## config.mk

```make
export PLATFORM = sky130hd
export DESIGN_NAME = serial_adc_channel_reader
export DESIGN_NICKNAME = d
export VERILOG_FILES = /design/src/hdl/adcrd_pkg.sv /design/src/hdl/adcrd_seq.sv /design/src/hdl/serial_adc_channel_reader.sv
export SDC_FILE = /design/constraint.sdc
export NUM_CORES = 1
export LEC_CHECK = 0
export BUFFER_PORTS_ARGS = -buffer_cell sky130_fd_sc_hd__buf_2
export CAP_MARGIN = 15
export CELL_PAD_IN_SITES_DETAIL_PLACEMENT = 0
export CELL_PAD_IN_SITES_GLOBAL_PLACEMENT = 1
export CORE_ASPECT_RATIO = 1.2
export CORE_MARGIN = 3
export CORE_UTILIZATION = 39
export DETAILED_ROUTE_END_ITERATION = 10
export PLACE_DENSITY = 0.85
export SYNTH_ARGS = -nofsm -noshare
export SYNTH_HDL_FRONTEND = slang
export SYNTH_SLANG_ARGS = --single-unit
```

## constraint.sdc

```tcl
create_clock -name clk -period 3 [get_ports clk]
set_input_delay 0.15 -clock clk [delete_from_list [all_inputs] [get_ports clk]]
set_output_delay 0.15 -clock clk [all_outputs]
set_load 0.02 [all_outputs]
```

## src/hdl/adcrd_pkg.sv

```systemverilog
`default_nettype none
package adcrd_pkg;

  localparam int unsigned HalfW     = 8;
  localparam int unsigned ChipW     = 2;
  localparam int unsigned ChanW     = 3;
  localparam int unsigned SlotW     = 4;
  localparam int unsigned SampleW   = 8;
  localparam int unsigned InDataW   = 8;
  localparam int unsigned OutDataW  = 16;

  localparam logic [HalfW-1:0] HalfReset  = 8'd4;
  localparam logic [SlotW-1:0] SlotMuxEnd = 4'd4;
  localparam logic [SlotW-1:0] SlotSample = 4'd6;
  localparam logic [SlotW-1:0] SlotLast   = 4'd13;

  typedef struct packed {
    logic               start_req;
    logic [ChipW-1:0]   chip;
    logic [ChanW-1:0]   channel;
    logic               miso;
  } req_t;

  typedef struct packed {
    logic               sclk;
    logic               mosi;
    logic [ChipW-1:0]   chip_select;
    logic               board_enable_n;
    logic               busy_res;
    logic               done_res;
    logic [SampleW-1:0] value;
  } res_t;

  function automatic logic [OutDataW-1:0] pack_res(input res_t r);
    return {r.value, 1'b0, r.done_res, r.busy_res, r.board_enable_n,
            r.chip_select, r.mosi, r.sclk};
  endfunction

  function automatic req_t unpack_req(input logic [InDataW-1:0] d);
    req_t r;
    r.start_req = d[0];
    r.chip      = d[2:1];
    r.channel   = d[5:3];
    r.miso      = d[6];
    return r;
  endfunction

endpackage
`default_nettype wire

```

## src/hdl/adcrd_seq.sv

```systemverilog
`default_nettype none
module adcrd_seq import adcrd_pkg::*; (
  input  wire              clk,
  input  wire              rst_n,
  input  wire              step,
  input  req_t             req,
  input  wire [HalfW-1:0]  half_ticks,
  output res_t             res
);

  logic               running_r, running_nxt;
  logic [SlotW-1:0]   slot_r, slot_nxt;
  logic               high_r, high_nxt;
  logic [HalfW-1:0]   tick_r, tick_nxt;
  logic [SampleW-1:0] shift_r, shift_nxt;
  logic [3:0]         mux_r, mux_nxt;
  logic [ChipW-1:0]   chip_r, chip_nxt;
  logic               data_r, data_nxt;
  logic               enable_r, enable_nxt;
  logic               done;
  logic [HalfW-1:0]   limit;
  logic               half_end;
  logic [SlotW-1:0]   slot_inc;
  logic [1:0]         mux_idx;

  assign limit    = (half_ticks == '0) ? HalfW'(1) : half_ticks;
  assign half_end = ({1'b0, tick_r} + 9'd1) >= {1'b0, limit};
  assign slot_inc = slot_r + SlotW'(1);
  // slot n (1..4) sends mux bit 4-n
  assign mux_idx  = 2'(SlotMuxEnd - slot_inc);

  always_comb begin
    running_nxt = running_r;
    slot_nxt    = slot_r;
    high_nxt    = high_r;
    tick_nxt    = tick_r;
    shift_nxt   = shift_r;
    mux_nxt     = mux_r;
    chip_nxt    = chip_r;
    data_nxt    = data_r;
    enable_nxt  = enable_r;
    done        = 1'b0;
    if (!running_r) begin
      if (req.start_req) begin
        chip_nxt    = req.chip;
        mux_nxt     = {1'b1, req.channel[0], req.channel[2], req.channel[1]};
        running_nxt = 1'b1;
        enable_nxt  = 1'b0;
        slot_nxt    = '0;
        high_nxt    = 1'b0;
        tick_nxt    = '0;
        data_nxt    = 1'b1;
      end
    end else if (half_end) begin
      tick_nxt = '0;
      if (!high_r) begin
        high_nxt = 1'b1;
      end else begin
        if (slot_r >= SlotSample) begin
          shift_nxt = {shift_r[SampleW-2:0], req.miso};
        end
        high_nxt = 1'b0;
        if (slot_r >= SlotLast) begin
          running_nxt = 1'b0;
          slot_nxt    = '0;
          enable_nxt  = 1'b1;
          done        = 1'b1;
        end else begin
          slot_nxt = slot_inc;
          if (slot_inc <= SlotMuxEnd) begin
            data_nxt = mux_r[mux_idx];
          end
        end
      end
    end else begin
      tick_nxt = tick_r + HalfW'(1);
    end
  end

  always_comb begin
    res.sclk           = running_nxt & high_nxt;
    res.mosi           = data_nxt;
    res.chip_select    = chip_nxt;
    res.board_enable_n = enable_nxt;
    res.busy_res       = running_nxt;
    res.done_res       = done;
    res.value          = shift_nxt;
  end

  always_ff @(posedge clk) begin
    if (!rst_n) begin
      running_r <= 1'b0;
      slot_r    <= '0;
      high_r    <= 1'b0;
      tick_r    <= '0;
      shift_r   <= '0;
      mux_r     <= '0;
      chip_r    <= '0;
      data_r    <= 1'b0;
      enable_r  <= 1'b1;
    end else if (step) begin
      running_r <= running_nxt;
      slot_r    <= slot_nxt;
      high_r    <= high_nxt;
      tick_r    <= tick_nxt;
      shift_r   <= shift_nxt;
      mux_r     <= mux_nxt;
      chip_r    <= chip_nxt;
      data_r    <= data_nxt;
      enable_r  <= enable_nxt;
    end
  end

`ifndef ASSERT_OFF
  a_enable_tracks_run: assert property (@(posedge clk) disable iff (!rst_n)
    enable_r == !running_r) else $error("enable out of step with run state");
  a_slot_range: assert property (@(posedge clk) disable iff (!rst_n)
    slot_r <= SlotLast) else $error("bit slot past last cycle");
  a_idle_clean: assert property (@(posedge clk) disable iff (!rst_n)
    !running_r |-> (slot_r == '0 && !high_r)) else $error("idle with slot state");
  a_done_ends_run: assert property (@(posedge clk) disable iff (!rst_n)
    (step && done) |=> !running_r) else $error("done without end of run");
`endif

endmodule
`default_nettype wire

```

## src/hdl/serial_adc_channel_reader.sv

```systemverilog
`default_nettype none
// Serial ADC channel reader: pin-level sequencer for one 8-bit conversion
// from one of four serial ADC chips.
// in_*  : one transfer per sequencer tick; tdata carries start request,
//         chip, channel and the sampled data line level.
// out_* : one transfer per accepted tick, carrying the pin levels, status
//         and sample value after that tick's update.
// cfg_* : half period of the serial clock in ticks (0 acts as 1); write only
//         while no conversion runs. cfg_ready is always high.
// The single result register between state and output holds the result in
// the cycle after the transfer; one item per cycle while out_tready is high.
// A full conversion takes 28 * half period ticks after the start tick.
// Reset: idle, enable high, half period 4, value 0.
// When out_tready is low with a result held, in_tready drops and the
// sequencer state does not advance until the result is taken.
module serial_adc_channel_reader import adcrd_pkg::*; (
  input  wire                 clk,
  input  wire                 rst_n,
  input  wire                 in_tvalid,
  output logic                in_tready,
  // [0] start_req, [2:1] chip, [5:3] channel, [6] miso, [7] zero
  input  wire [InDataW-1:0]   in_tdata,
  output logic                out_tvalid,
  input  wire                 out_tready,
  // [0] sclk, [1] mosi, [3:2] chip_select, [4] board_enable_n,
  // [5] busy_res, [6] done_res, [7] zero, [15:8] value
  output logic [OutDataW-1:0] out_tdata,
  input  wire                 cfg_valid,
  output logic                cfg_ready,
  input  wire [HalfW-1:0]     cfg_data
);

  logic              step;
  logic [HalfW-1:0]  half_r;
  res_t              res;
  logic [OutDataW-1:0] data_r;
  logic              valid_r;

  assign in_tready  = !valid_r || out_tready;
  assign step       = in_tvalid && in_tready;
  assign cfg_ready  = 1'b1;
  assign out_tvalid = valid_r;
  assign out_tdata  = data_r;

  always_ff @(posedge clk) begin
    if (!rst_n) begin
      half_r <= HalfReset;
    end else if (cfg_valid) begin
      half_r <= cfg_data;
    end
  end

  adcrd_seq u_seq (
    .clk        (clk),
    .rst_n      (rst_n),
    .step       (step),
    .req        (unpack_req(in_tdata)),
    .half_ticks (half_r),
    .res        (res)
  );

  always_ff @(posedge clk) begin
    if (!rst_n) begin
      valid_r <= 1'b0;
    end else if (step) begin
      valid_r <= 1'b1;
    end else if (out_tready) begin
      valid_r <= 1'b0;
    end
  end

  always_ff @(posedge clk) begin
    if (step) begin
      data_r <= pack_res(res);
    end
  end

endmodule
`default_nettype wire
```

# Yosys cells after proc, flatten, opt, wreduce, memory -nomap -nowiden
# Cells that the tools add are included.
[totals]
reg_bits = 54
input_bits = 21
output_inout_bits = 19
elab_cells = 76
[op_classes]
n_addsub = 4
magnitude_cmp = 5
eq_ne = 2
mux = 40
bitwise_logic = 2
reduce_logical = 10
[op_table]
columns = ["operator", "n"]
rows = [
  ["8-bit 2-to-1 mux", 8],
  ["1-bit 2-to-1 mux", 24],
  ["4-bit 2-to-1 mux", 5],
  ["8-bit by 1-bit adder with 9-bit output, second input constant", 1],
  ["9-bit by 8-bit greater-or-equal comparator with 1-bit output", 1],
  ["8-bit by 1-bit adder with 8-bit output, second input constant", 1],
  ["8-bit logical NOT", 1],
  ["3-bit AND reduction", 2],
  ["4-bit by 1-bit adder with 4-bit output, second input constant", 1],
  ["4-bit by 3-bit greater-or-equal comparator with 1-bit output, second input constant", 1],
  ["4-bit greater-or-equal comparator, second input constant", 1],
  ["4-bit by 3-bit <= comparator with 1-bit output, second input constant", 1],
  ["2-bit 2-to-1 mux", 2],
  ["2-bit inequality test, second input constant", 2],
  ["4-bit AND reduction", 1],
  ["2-bit nonzero test", 2],
  ["2-bit by 3-bit less-than comparator with 1-bit output, second input constant", 1],
  ["1-bit binary-select mux with 2-bit select", 1],
  ["2-bit AND reduction", 1],
  ["1-bit by 2-bit subtractor with 2-bit output, first input constant", 1],
  ["1-bit bitwise AND", 1],
  ["1-bit logical AND", 1],
  ["1-bit logical NOT", 1],
  ["1-bit logical OR", 1],
  ["1-bit NOT", 1],
]

# Logic depth before layout (Yosys ltp)
# Gate-level depths: netlist of the first run.
[depth]
depth_word = 9
ltp_mapped = 15

# Cells and area by module
# A second synthesis of the first run with hierarchy kept.
[hier_totals]
cells_unflattened = 294
hier_area_um2 = 2889.0
[by_module_without_submodules]
columns = ["module", "n_inst", "cells_per_inst", "area_each_um2", "seq_area_each_um2"]
rows = [
  ["adcrd_seq", 1, 245, 2073.2, 600.6],
  ["serial_adc_channel_reader", 1, 49, 815.8, 630.6],
]

# Least setup slack after synthesis of the first run
# OpenSTA, ideal clock, no wires.
[synth_timing]
path_type = "register to register"
from = "register u_seq.tick_r[0]"
to = "register data_r[10], in the netlist out_tdata[10], data pin"
setup_time_ns = 0.260
arrival_time_ns = 2.655
required_time_ns = 2.740
slack_ns = 0.085
stages_incl_launch_ff = 15
cell_sequence = "dfxtp_1 -> ha_1 -> nand3_1 -> nor2_2 -> nand2_1 -> or2_2 -> nand2_1 -> ha_1 -> o21ai_0 -> nor2_1 -> a211oi_4 -> a21boi_2 -> and3_1 -> buf_6 -> mux2_4"
[synth_lines]
columns = ["item", "line", "rtl"]
rows = [
  ["start, declared", "adcrd_seq.sv:14", "logic [HalfW-1:0] tick_r, tick_nxt;"],
  ["start signal, assigned", "adcrd_seq.sv:105", "tick_r <= tick_nxt;"],
  ["end signal, assigned", "serial_adc_channel_reader.sv:74", "data_r <= pack_res(res);"],
  ["end, declared", "serial_adc_channel_reader.sv:36", "logic [OutDataW-1:0] data_r;"],
]

==> results.cfg, run 1 <==
[yosys]
synth-simple-area-share_pct = 16.72
synth_area_um2 = 2694
synth-async-reset-ratio_pct = 0
synthCells = 271
yosys.area.top_type = dfxtp_1
synth_top_family_by_area = simple AND/OR/NAND/NOR gates
yosys-top-cells-area = dfxtp_1 (29%), edfxtp_1 (17%), ha_1 (6.5%)
yosys_warnings = 0
avgSynthCellArea_um2 = 9.940
synthAdderAreaFrac_pct = 6.503
synthMuxAreaShare_pct = 12.08
ys_types = 47
synth_top_area_share_pct = 28.98
synth-main-ff-cell = dfxtp_1
synth.net_count = 306
synth_compound_area_share_pct = 13.14
synthXorXnorAreaFrac_pct = 0.9754
ys_seq_elements = 54
seq_area_frac_synth_pct = 45.70
synth_edf_count = 15

[place]
dpl.hpwl_mm = 3.691
pre_cts_ws_ns = -0.07104
port_buffers = 36
place_congestion = 0.7946

[floorplanning]
die_w_um = 81.87
die_area_um2 = 7945
start_util_pct = 41.03
core_um2 = 6566
core.rowCount = 32
ios = 40
die_h_um = 97.04

[worst_setup_path]
reg2reg_from = u_seq.tick_r[0]
startpoint_type = flip-flop
reg2regPathDepth = 12
critical_path.reg2reg.endpoint = out_tdata[8]
crit_path_max_fanout = 8
rrSetupSlack_ns = 0.13
critPathRequiredTime_ns = 3.08
cp.arrival_ns = 2.95
critical_path_class = flip-flop to flip-flop
endpoint_kind = flip-flop

[timing]
drv_slew = 0
hold_viol_final = 0
skew_ns = 0.01453
min_period_ns = 2.868
worst_slew_pin_slew_ns = 0.9539
setup_viol = 0
fin_tns_setup_ns = 0
fmax_mhz = 348.6
slew_headroom_pct = 36.34
setup_ws_ns = 0.1317
fin_crit_sh_pct = 95.61

[min_path]
hp-class = input pin to flip-flop
worstHoldPathCells = 3
hold_end = half_r[2]
hold_start = cfg_data[2]

[clocking]
clk_pin_slew_ns = 0.11
cts_made_buffers = 5
h-tree-depth = 2
clk_latency_ns = 0.31
cts_tree = built
hold_buffers = 0
numClockSinks = 54
cts_max_path_buffers = 2
post_cts_buffers = 0
cts_root_buf = clkbuf_8

[power_and_ir_drop]
p_leak_nw = 1.325
p_per_area_nw_per_um2 = 452.2
ir_drop_uv = 239.9

[final_layout]
final_core_util_pct = 48.19
final_cell_mix = dfxtp_1 (37), buf_2 (36), nor2_1 (29), nand2_1 (29)
layout_commonest_cell = dfxtp_1
area_delta_synth_final_pct = 17.46
drive_gt1_share_pct = 27.48
nFillCells = 637
antennaDiodeCount = 0
finalNetCount = 347

[drt]
dr.pass1.iters = 4
drtAntennaViolNets = 0
vias_per_cell = 5.040
wl_per_cell_um = 12.57
routed_wl_mm = 5.001
drtIter0Drc = 73
vias = 2006
drc = 0

[outcome]
outcome = complete, no violations

[job]
maxCapViolCount = 0

[global_routing]
grt_use_total_pct = 13.32
grt_max_degree = 31
grt_pass1_wl_mm = 8.404
antenna_found_initial = 0
grt_pass1_vias = 1941
grt_overflow_total = 0
-- critical path, stage by stage (launching register included) --
cell	delay, ns
dfxtp_2	0.35
buf_4	0.13
and3_1	0.16
nand3_2	0.09
or2_2	0.31
nand2_2	0.08
ha_1	0.25
a211oi_2	0.22
nor2_1	0.10
a211oi_4	0.28
a21boi_2	0.11
and3_4	0.25
mux2_4	0.31
-- state kept, by name, indices dropped and copies added (netlist names) --
| signal | flops |
|---|---|
| u_seq.data_r | 1 |
| u_seq.running_r | 1 |
| u_seq.tick_r | 8 |
| out_tdata | 15 |
| u_seq.mux_r | 4 |
| u_seq.enable_r | 1 |
| u_seq.slot_r | 4 |
| u_seq.shift_r | 8 |
| u_seq.chip_r | 2 |
| out_tvalid | 1 |
| half_r | 8 |
| u_seq.high_r | 1 |
-- report_power, final --
| group | total [mW] | internal, mW | switching (mW) | leakage [nW] |
|---|---|---|---|---|
| Sequential | 0.789 | 0.776 | 0.0126 | 0.467 |
| Combinational | 0.139 | 0.0550 | 0.0845 | 0.800 |
| Clock | 0.502 | 0.253 | 0.249 | 0.0587 |
| Total | 1.43 | 1.08 | 0.346 | 1.33 |
-- cell usage after synthesis, drive strengths merged, types with 2 or more instances --
library cell	n
dfxtp	39
nand2	30
nor2	30
a21oi	16
inv	16
mux2i	16
edfxtp	15
ha	14
mux2	10
clkbuf	8
nand3	7
and2	6
and3	6
nand2b	6
o21ai	6
buf	4
nand4	4
a211oi	3
a21o	3
a311oi	3
a31oi	3
nor2b	3
a21boi	2
a32oi	2
conb	2
o2111ai	2
or2	2
xnor2	2
-- cells by family (layout without fill, tap and decap cells) --
family | Yosys count | in the layout
AOI/OAI and AO/OA | 47 | 47
xor gates and xnor gates | 3 | 3
adders and majority gates | 14 | 14
buffers and inverters | 28 | 70
DFF | 54 | 54
muxes | 27 | 27
other | 2 | 2
and+or+nand+nor | 96 | 96
-- final cells by class --
class	count	area, um^2	share of cell area, %
Clock buffer	5	68.82	2.175
Tap cell	85	106.4	3.361
Timing Repair Buffer	46	259.0	8.185
Inverter	16	60.06	1.898
Clock inverter	3	47.55	1.503
Sequential cell	54	1234	38.99
Multi-Input combinational cell	189	1389	43.89
-- timing repair --
action | in CTS | in global routing
pin swaps | 0 | 5
endpoints found under the hold margin | 0 | 0
setup endpoints to repair | 8 | 13
resized for setup | 1 | 15
-- worst max-delay path by stage --
stage	cells past startpoint	start	slack (ns)	to
5_1_grt	13	u_seq.tick_r[0]	-0.01	out_tdata[14]
4_1_cts	13	u_seq.tick_r[0]	0.06	out_tdata[9]
3_5_place_dp	13	u_seq.tick_r[0]	-0.07	out_tdata[9]
2_1_floorplan	14	u_seq.tick_r[0]	0.08	out_tdata[10]
3_3_place_gp	13	u_seq.tick_r[0]	0.04	out_tdata[10]
6_report	12	u_seq.tick_r[0]	0.13	out_tdata[8]
-- per-layer routing --
metal / GRT usage, % / vias up / routed length, um / share of wire, %
met5: 0 / - / 0 / 0
met4: 5.243 / 0 / 100 / 2.0
met3: 2.700 / 7 / 194 / 3.9
met2: 23.09 / 33 / 2525 / 50
met1: 15.62 / 935 / 2180 / 44
li1: - / 1031 / - / -
-- metrics by stage --
step | area, um^2 | total power [mW] | cells | hold WS, ns
floorplan | 2694 | 0.8981 | 271 | 0.2795
CTS | 3109 | 1.445 | 398 | 0.06281
detailed placement | 2992 | 0.9440 | 390 | 0.3797
global route | 3164 | 1.494 | 398 | 0.07268
finish | 3164 | 1.431 | 398 | 0.06518
global placement | 2992 | 0.9407 | 390 | 0.3815
Note: power is estimated with default switching activity, not from simulation.
==> run 2: changes to the inputs <==
--- a/config.mk
+++ b/config.mk
@@ -13,6 +13,7 @@
 export CORE_MARGIN = 3
 export CORE_UTILIZATION = 39
 export DETAILED_ROUTE_END_ITERATION = 10
+export MAX_ROUTING_LAYER = met4
 export PLACE_DENSITY = 0.85
 export SYNTH_ARGS = -nofsm -noshare
 export SYNTH_HDL_FRONTEND = slang
==> results.cfg, run 2 (synthesis results as in run 1) <==
[place]
dpl.hpwl_mm = 3.691
placed_area_um2 = 2992
place_congestion = 0.8059
port_buffers = 36

[final_layout]
layout_commonest_cell = dfxtp_1
nFillCells = 637
drive_gt1_share_pct = 27.48
finalNetCount = 347
area_delta_synth_final_pct = 17.46
final_cell_mix = dfxtp_1 (37), buf_2 (36), nor2_1 (29), nand2_1 (29)
largest_register_ffs = 15
antennaDiodeCount = 0
final_area_um2 = 3164

[worst_setup_path]
crit_path_max_fanout = 8
startpoint_type = flip-flop
endpoint_kind = flip-flop
critical_path.reg2reg.endpoint = out_tdata[8]
critPathRequiredTime_ns = 3.08
reg2regPathDepth = 12
cp.arrival_ns = 2.95
critical_path_class = flip-flop to flip-flop
rrSetupSlack_ns = 0.13
reg2reg_from = u_seq.tick_r[0]

[power_and_ir_drop]
ir_drop_uv = 240.7
switching_share_pct = 24.25
clockPowerShare_pct = 35.1
pwr-share-comb_pct = 9.8
p_seq_share_pct = 55.1
internal_power_mw = 1.084
p_per_area_nw_per_um2 = 452.4
p_sw_uw = 347.1
p_leak_nw = 1.325

[clocking]
hold_buffers = 0
clk_latency_ns = 0.31
cts_max_path_buffers = 2
h-tree-depth = 2
cts_root_buf = clkbuf_8
clk_pin_slew_ns = 0.11
numClockSinks = 54
cts_tree = built
cts_made_buffers = 5

[drt]
dr.pass1.iters = 4
wl_per_cell_um = 12.61
drtAntennaViolNets = 0
drc = 0
vias = 1995
routed_wl_mm = 5.017
vias_per_cell = 5.013
drtIter0Drc = 74

[timing]
slew_headroom_pct = 36.28
fin_hold_ws_ns = 0.06461
worst_slew_pin_slew_ns = 0.9548
min_period_ns = 2.868
setup_viol = 0
fmax_mhz = 348.7
hold_viol_final = 0
skew_ns = 0.01469
fin_crit_sh_pct = 95.60
drv_slew = 0

[floorplanning]
core_um2 = 6566
core.rowCount = 32
start_util_pct = 41.03
die_w_um = 81.87
die_area_um2 = 7945
ios = 40
die_h_um = 97.04

[min_path]
hp-class = input pin to flip-flop
worstHoldPathCells = 3
hold_start = cfg_data[2]
hold_end = half_r[2]

[global_routing]
grt_pass1_wl_mm = 8.404
grt_overflow_total = 0
grt_pass1_vias = 1942
grt_max_degree = 31
grt_use_total_pct = 13.67
antenna_found_initial = 0

[outcome]
outcome = complete, no violations

[job]
maxCapViolCount = 0
[run 2: cell counts in the layout (fill, tap and decap cells not counted)]
No cell type changed its count.
[run 2: worst max path at each step]
stage,start,to,slack (ns),cells past startpoint
global route,u_seq.tick_r[0],out_tdata[14],-0.01,13
finish,u_seq.tick_r[0],out_tdata[8],0.13,12
detailed placement,u_seq.tick_r[0],out_tdata[9],-0.07,13
floorplan,u_seq.tick_r[0],out_tdata[10],0.08,14
CTS,u_seq.tick_r[0],out_tdata[9],0.06,13
global placement,u_seq.tick_r[0],out_tdata[10],0.04,13
[run 2: what timing repair did]
item | 4_1_cts | 5_1_grt
setup buffers | 0 | 0
endpoints found under the setup margin | 8 | 13
pin swaps | 0 | 5
resized for setup | 1 | 15
[run 2: layout make-up]
type	instances	area [um^2]	area share, %
multi-input combinational	189	1389	43.89
sequential	54	1234	38.99
timing repair buffer	46	259.0	8.185
tap	85	106.4	3.361
clock buffer	5	68.82	2.175
inverter	16	60.06	1.898
clock inverter	3	47.55	1.503
[run 2: through the flow]
stage	TNS [ns]	setup slack (ns)	std cells	util, %	power [mW]
finish	0	0.1321	398	48.19	1.432
global route	-0.05732	-0.01195	398	48.19	1.494
CTS	0	0.05604	398	47.35	1.445
detailed placement	-0.5333	-0.07104	390	45.56	0.9440
global placement	0	0.03646	390	45.56	0.9407
floorplan	0	0.08460	271	-	0.8981
[run 2: routing by layer]
| layer | up-vias | global-route usage [%] | wire length [um] |
|---|---|---|---|
| li1 | 1030 | - | - |
| met1 | 925 | 15.62 | 2225 |
| met2 | 33 | 23.09 | 2516 |
| met3 | 7 | 2.607 | 175 |
| met4 | 0 | 5.243 | 100 |
| met5 | - | - | 0 |
[run 2: critical path: stages (launching register included)]
cell      delay [ns]
dfxtp_2         0.35
buf_4           0.13
and3_1          0.16
nand3_2         0.09
or2_2           0.31
nand2_2         0.08
ha_1            0.25
a211oi_2        0.22
nor2_1          0.10
a211oi_4        0.28
a21boi_2        0.11
and3_4          0.25
mux2_4          0.31
[run 2: power by group through the flow]
| stage | combinational [mW] | sequential, mW | clock [mW] |
|---|---|---|---|
| finish | 0.140 | 0.789 | 0.503 |
| global route | 0.157 | 0.793 | 0.545 |
| CTS | 0.139 | 0.789 | 0.517 |
| detailed placement | 0.138 | 0.806 | 0 |
| global placement | 0.136 | 0.805 | 0 |
| floorplan | 0.0785 | 0.820 | 0 |
==> run 3: changes to the inputs <==
--- a/config.mk
+++ b/config.mk
@@ -14,7 +14,7 @@
 export CORE_UTILIZATION = 39
 export DETAILED_ROUTE_END_ITERATION = 10
 export MAX_ROUTING_LAYER = met4
-export PLACE_DENSITY = 0.85
+export PLACE_DENSITY_LB_ADDON = 0.25
 export SYNTH_ARGS = -nofsm -noshare
 export SYNTH_HDL_FRONTEND = slang
 export SYNTH_SLANG_ARGS = --single-unit
==> constraint.sdc (replaced) <==
create_clock -name clk -period 2.3 [get_ports clk]
set_input_delay 0.115 -clock clk [delete_from_list [all_inputs] [get_ports clk]]
set_output_delay 0.115 -clock clk [all_outputs]
set_load 0.02 [all_outputs]
==> results.cfg, run 3 (synthesis results as in run 1) <==
[clocking]
hold_buffers = 0
clk_pin_slew_ns = 0.10
cts_max_path_buffers = 2
cts_root_buf = clkbuf_8
clk_latency_ns = 0.31
cts_tree = built
numClockSinks = 54
cts_made_buffers = 5
h-tree-depth = 2

[final_layout]
finalNetCount = 382
drive_gt1_share_pct = 42.82
final_area_um2 = 3640
largest_register_ffs = 15
antennaDiodeCount = 0
final_cell_mix = dfxtp_1 (36), buf_2 (36), buf_4 (33), nor2_1 (27), nand2_1 (26)
area_delta_synth_final_pct = 35.11
final_core_util_pct = 55.43
nFillCells = 608

[global_routing]
grt_max_degree = 31
grt_pass1_vias = 2108
grt_overflow_total = 0
antenna_found_initial = 0
grt_use_total_pct = 15.88
grt_pass1_wl_mm = 9.715

[worst_setup_path]
rrSetupSlack_ns = -0.39
startpoint_type = flip-flop
critPathRequiredTime_ns = 2.47
cpMostUsedCell = ha_4
reg2regPathDepth = 14
cp.arrival_ns = 2.86
crit_path_max_incr_delay_ns = 0.38
critical_path_class = flip-flop to flip-flop
path_cells = and3_4 -> nand3_4 -> or2_4 -> nand2_4 -> ha_4 -> a211oi_2 -> nor2_2 -> a211oi_4 -> buf_6 -> and2_4 -> inv_2 -> ha_4 -> nand2_1 -> a21oi_2
critical_path.reg2reg.endpoint = out_tdata[0]
cpMaxStageDelayCell = dfxtp_4
reg2reg_from = u_seq.tick_r[0]
crit_family = simple AND/OR/NAND/NOR gates
endpoint_kind = flip-flop
crit_path_max_fanout = 4
path_buf_inv = 2

[timing]
fin_tns_setup_ns = -9.213
drv_slew = 0
rsz0062_at_grt = yes
min_period_ns = 2.688
setup_ws_ns = -0.3884
fmax_mhz = 372.0
skew_ns = 0.007403
fin_crit_sh_pct = 116.9
hold_viol_final = 0
setup_viol = 37
slew_headroom_pct = 30.54
worst_slew_pin_slew_ns = 1.041

[floorplanning]
die_w_um = 81.87
start_util_pct = 41.03
core_um2 = 6566
core.rowCount = 32
ios = 40
die_area_um2 = 7945
die_h_um = 97.04

[min_path]
hold_end = half_r[2]
hp-class = input pin to flip-flop
worstHoldPathCells = 3
hold_start = cfg_data[2]

[power_and_ir_drop]
p_leak_nw = 1.540
ir_drop_uv = 219.6
p_per_area_nw_per_um2 = 487.0

[place]
port_buffers = 36
pre_cts_ws_ns = -0.5494
place_congestion = 0.8220
placed_area_um2 = 3227
dpl.hpwl_mm = 4.054

[drt]
wl_per_cell_um = 13.39
vias_per_cell = 4.972
vias = 2153
drtIter0Drc = 112
drtAntennaViolNets = 0
dr.pass1.iters = 4
drc = 0
routed_wl_mm = 5.798

[outcome]
outcome = complete, but fails checks
failed_checks = negative setup slack

[job]
maxCapViolCount = 0
==> run 3: tightest hold or removal path, cell delays in order <==
cell	delay (ns)
buf_2	0.07
nand2_1	0.05
o211ai_1	0.07
==> run 3: stage by stage <==
stage               cells  power (mW)  hold slack, ns
floorplan             271       1.172          0.2445
global placement      414       1.242          0.3449
detailed placement    414       1.245          0.3561
CTS                   427       1.789         0.02571
global route          433       1.870         0.01540
finish                433       1.773         0.03112
==> run 3: area by class of cell <==
cell class / instances / area, um^2 / share of cell area [%]
tap: 85 / 106.4 / 2.922
clock buffer: 5 / 68.82 / 1.891
sequential: 54 / 1240 / 34.07
clock inverter: 3 / 20.02 / 0.5500
inverter: 16 / 60.06 / 1.650
timing repair buffer: 81 / 563.0 / 15.47
multi-input combinational: 189 / 1582 / 43.45
==> run 3: worst max-delay path by stage <==
stage / start / end / slack, ns / cells past startpoint
4_1_cts: u_seq.tick_r[0] / out_tdata[11] / -0.32 / 13
6_report: u_seq.tick_r[0] / out_tdata[0] / -0.39 / 14
2_1_floorplan: u_seq.tick_r[1] / out_tdata[10] / -0.47 / 14
3_5_place_dp: u_seq.tick_r[1] / out_tdata[11] / -0.55 / 11
3_3_place_gp: u_seq.tick_r[1] / out_tdata[10] / -0.50 / 11
5_1_grt: u_seq.tick_r[0] / out_tdata[0] / -0.50 / 14
==> run 3: what timing repair did <==
item,4_1_cts,5_1_grt
buffers inserted,6,7
setup endpoints to repair,37,37
resized for setup,39,18
pin swaps,23,13
==> run 3: routing by layer <==
metal  up-vias  share of wire (%)  GRT usage, %
met3         9                3.6         3.166
met1      1008                 43         19.38
met5         -                  0             -
li1       1100                  -             -
met2        36                 51         25.70
met4         0                1.5         5.499
==> run 3: report_power, final <==
group | switching, mW | internal, mW
combinational | 0.122 | 0.0890
sequential | 0.0168 | 1.01
clock | 0.320 | 0.215
